**config.mk**
```make
export PLATFORM = sky130hd
export DESIGN_NAME = aww_queue
export DESIGN_NICKNAME = d
export VERILOG_FILES = /design/src/hw/rtl/apodization_window_weight_defines.svh /design/src/hw/rtl/aww_pkg.sv /design/src/hw/rtl/aww_queue.sv
export SDC_FILE = /design/constraint.sdc
export NUM_CORES = 1
export LEC_CHECK = 0
export BUFFER_PORTS_ARGS = -buffer_cell sky130_fd_sc_hd__buf_2
export CELL_PAD_IN_SITES_DETAIL_PLACEMENT = 2
export CELL_PAD_IN_SITES_GLOBAL_PLACEMENT = 2
export CORE_MARGIN = 1.5
export CORE_UTILIZATION = 38
export CTS_CLUSTER_SIZE = 30
export DETAILED_ROUTE_END_ITERATION = 16
export MAX_ROUTING_LAYER = met4
export PLACE_DENSITY_LB_ADDON = 0.1
export SLEW_MARGIN = 20
export SYNTH_ARGS = -nofsm -noshare
export SYNTH_HDL_FRONTEND = slang
export SYNTH_SLANG_ARGS = --single-unit
```
**constraint.sdc**
```tcl
create_clock -name clk_i -period 6.1 [get_ports clk_i]
set_input_delay 0.305 -clock clk_i [delete_from_list [all_inputs] [get_ports clk_i]]
set_output_delay 0.305 -clock clk_i [all_outputs]
set_load 0.02 [all_outputs]
```
**src/hw/rtl/apodization_window_weight_defines.svh**
```systemverilog
// Assertion helpers for the apodization window weight block.
// Each macro expects clk_i and rst_ni in the scope where it is used.
`ifndef APODIZATION_WINDOW_WEIGHT_DEFINES_SVH
`define APODIZATION_WINDOW_WEIGHT_DEFINES_SVH

// Check cons in the same cycle as ant.
`define AWW_ASSERT_NOW(lbl, ant, cons) \
  lbl: assert property (@(posedge clk_i) disable iff (!rst_ni) (ant) |-> (cons)) \
    else $error("aww: assertion failed");

// Check cons in the cycle after ant.
`define AWW_ASSERT_NEXT(lbl, ant, cons) \
  lbl: assert property (@(posedge clk_i) disable iff (!rst_ni) (ant) |=> (cons)) \
    else $error("aww: assertion failed");

`endif

```
**src/hw/rtl/aww_pkg.sv**
```systemverilog
`default_nettype none

package aww_pkg;

  localparam int POSITION_W  = 17;
  localparam int WEIGHT_W    = 16;
  localparam int CFG_INDEX_W = 1;
  localparam int CFG_DATA_W  = 16;
  localparam int WIN_TYPE_W  = 3;

  localparam logic [CFG_INDEX_W-1:0] REG_WINDOW_TYPE    = 1'd0;
  localparam logic [CFG_INDEX_W-1:0] REG_TAPER_FRACTION = 1'd1;

  localparam logic [WIN_TYPE_W-1:0] WIN_RECT     = 3'd0;
  localparam logic [WIN_TYPE_W-1:0] WIN_HANN     = 3'd1;
  localparam logic [WIN_TYPE_W-1:0] WIN_HAMMING  = 3'd2;
  localparam logic [WIN_TYPE_W-1:0] WIN_BLACKMAN = 3'd3;
  localparam logic [WIN_TYPE_W-1:0] WIN_TUKEY    = 3'd4;

  localparam logic [WEIGHT_W-1:0] WEIGHT_ONE   = 16'd32768;
  localparam logic [WEIGHT_W-1:0] TAPER_RESET  = 16'd16384;

  // Widest cases over the supported table depths.
  localparam int DIVIDEND_W  = 35;
  localparam int DIVISOR_W   = 18;
  localparam int INDEX_W_MAX = 16;

  localparam int QUEUE_DEPTH = 2;

  localparam int COS_W = 32;
  localparam int ACC_W = 40;
  localparam int COEF_W = 8;

  localparam longint unsigned PI_Q30 = 64'd3373259426;

  // Final rounding: floor((v + 100 * 2^14) / (100 * 2^15)).
  localparam logic signed [ACC_W-1:0] ROUND_HALF = 40'sd1638400;
  localparam int FRAC_SHIFT  = 15;
  localparam int QUOT_W      = 23;
  localparam int PROD_W      = 46;
  localparam int RECIP_SHIFT = 29;
  localparam logic [QUOT_W-1:0] RECIP_100 = 23'd5368710;
  localparam int SCALED_W    = PROD_W - RECIP_SHIFT;

  typedef enum logic [2:0] {
    KIND_DIRECT,
    KIND_HANN,
    KIND_HAMMING,
    KIND_BLACKMAN,
    KIND_TAPER
  } kind_e;

  typedef struct packed {
    kind_e                    kind;
    logic [WEIGHT_W-1:0]      direct_weight;
    logic [DIVIDEND_W-1:0]    dividend;
    logic [DIVISOR_W-1:0]     divisor;
    logic [INDEX_W_MAX-1:0]   k2;
  } aww_item_t;

  typedef struct packed {
    logic full;
    logic empty;
  } aww_queue_status_t;

  // Cosine of binary angle p (2^-32 turn), signed Q30, quadrant folded,
  // 9-term Taylor series with truncated products. Table contents only.
  function automatic logic signed [COS_W-1:0] cos_q30(input logic [31:0] p);
    longint unsigned q;
    longint unsigned r;
    longint unsigned x;
    longint unsigned x2;
    longint unsigned term;
    longint          sum;
    q = 64'(p) >> 30;
    r = 64'(p) & 64'h3FFF_FFFF;
    if (q[0]) begin
      r = (64'd1 << 30) - r;
    end
    x    = (r * PI_Q30) >> 31;
    x2   = (x * x) >> 30;
    term = 64'd1 << 30;
    sum  = longint'(term);
    for (int n = 1; n <= 8; n++) begin
      term = ((term * x2) >> 30) / 64'((2 * n - 1) * (2 * n));
      if (n[0]) begin
        sum = sum - longint'(term);
      end else begin
        sum = sum + longint'(term);
      end
    end
    if (sum < 0) begin
      sum = 0;
    end
    if (q == 64'd1 || q == 64'd2) begin
      sum = -sum;
    end
    return COS_W'(sum);
  endfunction

endpackage

`default_nettype wire

```
**src/hw/rtl/aww_queue.sv**
```systemverilog
`default_nettype none

module aww_queue import aww_pkg::*; (
  input  logic              clk_i,
  input  logic              rst_ni,
  input  logic              push_i,
  input  aww_item_t         item_i,
  input  logic              pop_i,
  output aww_item_t         head_o,
  output aww_queue_status_t status_o
);

  localparam int PTR_W = $clog2(QUEUE_DEPTH);
  localparam int CNT_W = $clog2(QUEUE_DEPTH + 1);

  aww_item_t        mem_q [QUEUE_DEPTH];
  logic [PTR_W-1:0] wr_ptr_q, rd_ptr_q;
  logic [CNT_W-1:0] cnt_q;
  logic             do_push, do_pop;

  assign status_o.full  = (cnt_q == CNT_W'(QUEUE_DEPTH));
  assign status_o.empty = (cnt_q == '0);
  assign do_push        = push_i && !status_o.full;
  assign do_pop         = pop_i && !status_o.empty;
  assign head_o         = mem_q[rd_ptr_q];

  always_ff @(posedge clk_i or negedge rst_ni) begin
    if (!rst_ni) begin
      wr_ptr_q <= '0;
      rd_ptr_q <= '0;
      cnt_q    <= '0;
    end else begin
      if (do_push) begin
        wr_ptr_q <= (wr_ptr_q == PTR_W'(QUEUE_DEPTH - 1)) ? '0 : wr_ptr_q + 1'b1;
      end
      if (do_pop) begin
        rd_ptr_q <= (rd_ptr_q == PTR_W'(QUEUE_DEPTH - 1)) ? '0 : rd_ptr_q + 1'b1;
      end
      if (do_push && !do_pop) begin
        cnt_q <= cnt_q + 1'b1;
      end else if (do_pop && !do_push) begin
        cnt_q <= cnt_q - 1'b1;
      end
    end
  end

  always_ff @(posedge clk_i) begin
    if (do_push) begin
      mem_q[wr_ptr_q] <= item_i;
    end
  end

endmodule

`default_nettype wire

```
* Yosys cells after proc, flatten, opt, wreduce, memory -nomap -nowiden
Memories as Yosys holds them, arrays and structs flattened. Cells that the tools add are included. Widths: inputs -> output; s select.
Operators by class: equal/unequal tests 1, reductions and logical operators 10, multiplexer cells 6, add/subtract/negate cells 4
Operators with widths (number):
- $logic_and 1x1->1 | 4
- $logic_not 1->1 | 4
- $mux 1 | 4
- $mux 2 | 2
- $add 1x1->1 const B | 2
- $add 2x1->2 const B | 1
- $eq 2x2->1 const B | 1
- $logic_not 2->1 | 1
- $reduce_bool 2->1 | 1
- $sub 2x1->2 const B | 1
Word-level totals: bits in writable memories 176, input port bits 92, word-level logic and storage cells 25, bits in registers 4, memories kept 1
Memory list:
- mem_q | depth 2, bits a word 88, rd ports 1, clocked after memory_dff 0, write ports 1, line aww_queue.sv:16 | aww_item_t mem_q [QUEUE_DEPTH];

* Logic depth before layout (Yosys ltp)
depth after elaboration 7, gate-level depth with buffers 7, mapped depth without buffers 7

* Worst setup path after synthesis
No wires, ideal clock.
path type register to register, start register cnt_q[0], end memory mem_q[0][0] (netlist name), enable pin, setup slack 1.254 ns, period minus slack after synthesis 4.846 ns, arrival 4.311 ns, cell stages (with the launch flop) 4, cell sequence dfrtp_1 > nand2b_1 > nand2_1 > nor2_1
Between the ends: cells in the longest elaborated chain, start to end 5
RTL lines:
- start: declaration | line aww_queue.sv:18 | logic [CNT_W-1:0] cnt_q;
- start signal: assignment | line aww_queue.sv:40 | cnt_q <= cnt_q + 1'b1;
- start signal: assignment | line aww_queue.sv:42 | cnt_q <= cnt_q - 1'b1;
- $eq 2x2->1 | line aww_queue.sv:21 | assign status_o.full = (cnt_q == CNT_W'(QUEUE_DEPTH));
- $logic_not 1->1 | line aww_queue.sv:23 | assign do_push = push_i && !status_o.full;
- $logic_and 1x1->1 | line aww_queue.sv:23
- $mux 1 | line aww_queue.sv:48 | if (do_push) begin
- $mux 1 (implied by the code) | line aww_queue.sv:49 | mem_q[wr_ptr_q] <= item_i;
- end: declaration | line aww_queue.sv:16
Every way passes these cells.

==> impl_metrics.env <==
export IMPL_max_cap_violations=0
export IMPL_tns_ns=0
export IMPL_status="finished, final reports clean"
export IMPL_path_class="flop to output pin"
export IMPL_grt_pass1_wl_mm=21.12
export IMPL_syn_area_per_cell_um2=22.45
export IMPL_cts_buffer_depth=2
export IMPL_startpoint_type="flop"
export IMPL_skew_ns=0.01095
export IMPL_slew_headroom=0.4096
export IMPL_wl_met3_um=820
export IMPL_netlist_area_leader_share=0.8033
export IMPL_mostFrequentLayoutCell="buf_2"
export IMPL_cp_end_kind="output pin"
export IMPL_holdPathStages=1
export IMPL_synthesis_instances=293
export IMPL_synth_warnings=0
export IMPL_synth_nets=386
export IMPL_worst_pin_slew_ns=0.8835
export IMPL_rows=47
export IMPL_met2RoutedLength_mm=7.174
export IMPL_cts_clk_slew_worst_paths_ns=0.07
export IMPL_tritoncts="built"
export IMPL_final_util=0.5010
export IMPL_detail_route_first_pass_iterations=4
export IMPL_critPathRequiredTime_ns=5.79
export IMPL_area_delta_synth_final_pct=27.63
export IMPL_die_width_um=134.6
export IMPL_finalMaxSlewViolations=0
export IMPL_dp_hpwl_mm=9.227
export IMPL_vias_per_cell=4.647
export IMPL_cts_buffers=17
export IMPL_hold_viol_final=0
export IMPL_peakVddDrop_mv=0.2528
export IMPL_fmax_mhz=351.3
export IMPL_p_leak_nw=3.175
export IMPL_io_pin_count=182
export IMPL_start_util=0.3925
export IMPL_wirelength_mm=13.91
export IMPL_clk_latency_ns=0.42
export IMPL_finalCriticalPeriod_ns=2.847
export IMPL_power_total_mw=4.341
export IMPL_hold_class="input pin to flop"
export IMPL_globalplace_congestion=0.7056
export IMPL_die_h_um=134.6
export IMPL_grt_usage=0.1660
export IMPL_powerDensity_mw_per_mm2=517.0
export IMPL_numPortBuffers=181
export IMPL_cts_sinks=180
export IMPL_htree_levels=4
export IMPL_vias=3360
export IMPL_post_route_period_util=0.4667
export IMPL_overflow=0
export IMPL_layout_common_cells="buf_2, edfxtp_1, mux2_2"
export IMPL_topRoutingLayerUsed="met4"
export IMPL_synthTopCellsByArea="edfxtp_1, mux2_2, mux2_4"
export IMPL_drive_above_1_share=0.6100
export IMPL_yosysSeqAreaShare=0.8186
export IMPL_dieArea_mm2=0.01811
export IMPL_wl_per_cell_um=19.24
export IMPL_cp_data_arrival_time_ns=2.54
export IMPL_drt_met1_wl_mm=5.715
export IMPL_ys_types=15
export IMPL_drc=0
export IMPL_core_area_mm2=0.01676
export IMPL_grt_setup_unrepaired="no"
export IMPL_first_iter_violations=119
export IMPL_crit_fanout=46
export IMPL_rr_worst_depth=4
export IMPL_antenna_found_initial=2
export IMPL_yosys_area_top_type="edfxtp_1"
export IMPL_synth_seq_cells=180
export IMPL_num_nets_final=580
export IMPL_nFillCells=1532
export IMPL_grt_pass1_vias=3656
export IMPL_root_buffer="clkbuf_16"
export IMPL_final_antenna_net_count=0
export IMPL_cts_setup_buffers=0
export IMPL_synth_area_mm2=0.006579
export IMPL_grt_max_degree=60
export IMPL_setup_viol=0
==> final timing paths <==
kind	startpoint	end	slack, ns
worst max register to register	cnt_q[0]	mem_q[0][5]	3.43
worst min-delay path	item_i[39]	mem_q[0][39]	0.06
worst min register to register	cnt_q[1]	cnt_q[1]	0.53
min in group asynchronous	rst_ni	cnt_q[1]	0.23
worst max-delay path	rd_ptr_q	head_o[7]	3.25
max in group asynchronous	rst_ni	rd_ptr_q	5.73
==> logic make-up (layout without fill, tap and decap cells) <==
| group | count (synthesis) | after routing | share of synthesized area |
|---|---|---|---|
| AO/OA/AOI/OAI | 1 | 1 | 0.0007600 |
| XOR/XNOR | 5 | 5 | 0.006658 |
| other | 0 | 3 | 0 |
| buffers and inverters | 12 | 219 | 0.01160 |
| multiplexers | 88 | 88 | 0.1563 |
| AND/OR/NAND/NOR | 6 | 6 | 0.004185 |
| adder cells (fa/ha/maj) | 1 | 1 | 0.001902 |
| flip-flops | 180 | 180 | 0.8186 |
==> synth_stat cells (all sizes together) <==
| library cell | number |
|---|---|
| xnor2 | 3 |
| inv | 2 |
| nor2 | 3 |
| buf | 10 |
| dfrtp | 4 |
| nand2 | 1 |
| xor2 | 2 |
| ha | 1 |
| o21ai | 1 |
| and3 | 1 |
| mux2 | 88 |
| edfxtp | 176 |
| nand2b | 1 |
==> sequential cells by signal (all words and copies together) (netlist names) <==
| name | count |
|---|---|
| wr_ptr_q | 1 |
| mem_q | 176 |
| rd_ptr_q | 1 |
| cnt_q | 2 |
==> metal layers <==
| metal | vias up | global-route usage |
|---|---|---|
| li1 | 1556 | - |
| met1 | 1675 | 0.1958 |
| met2 | 113 | 0.2689 |
| met3 | 16 | 0.05405 |
| met4 | 0 | 0.05795 |
| met5 | - | - |
==> power breakdown <==
group          total [mW]  switching (mW)  leakage [nW]  internal (mW)
Combinational        1.32           0.795          1.18          0.525
Sequential           1.83           0.130          1.68           1.70
Clock                1.20           0.465         0.318          0.731
==> area by class of cell <==
class,count,area (um2),area share
repair buffers,185,938.4,0.1118
flip-flops and latches,180,5389,0.6418
inverters,2,7.507,0.0008941
clock buffers,17,425.4,0.05066
diodes,3,7.507,0.0008941
clock inverters,15,224.0,0.02667
well taps,220,275.3,0.03278
multi-input cells,101,1130,0.1346
==> through the flow <==
stage / cell area (um2) / std cells / hold WS [ns] / setup WS (ns)
final: 8397 / 723 / 0.05810 / 3.253
after floorplan: 6579 / 293 / 0.009409 / 1.254
after global routing: 8394 / 722 / 0.04020 / 3.080
after CTS: 8389 / 720 / 0.03862 / 3.143
after detailed placement: 7730 / 687 / 0.1235 / 3.361
after global placement: 7730 / 687 / 0.1180 / 3.412
==> critical path, stage by stage (launching register included) <==
cell and delay [ns]:
dfrtp_4 0.81, buf_4 0.67, mux2_2 0.43, buf_2 0.16
==> what timing repair did <==
action / in CTS / in global routing
endpoints found under the hold margin: 4 / 0
hold buffers: 1 / 0
gates resized for setup: 0 / 0
No activity file was read; power rests on OpenSTA's default activity.
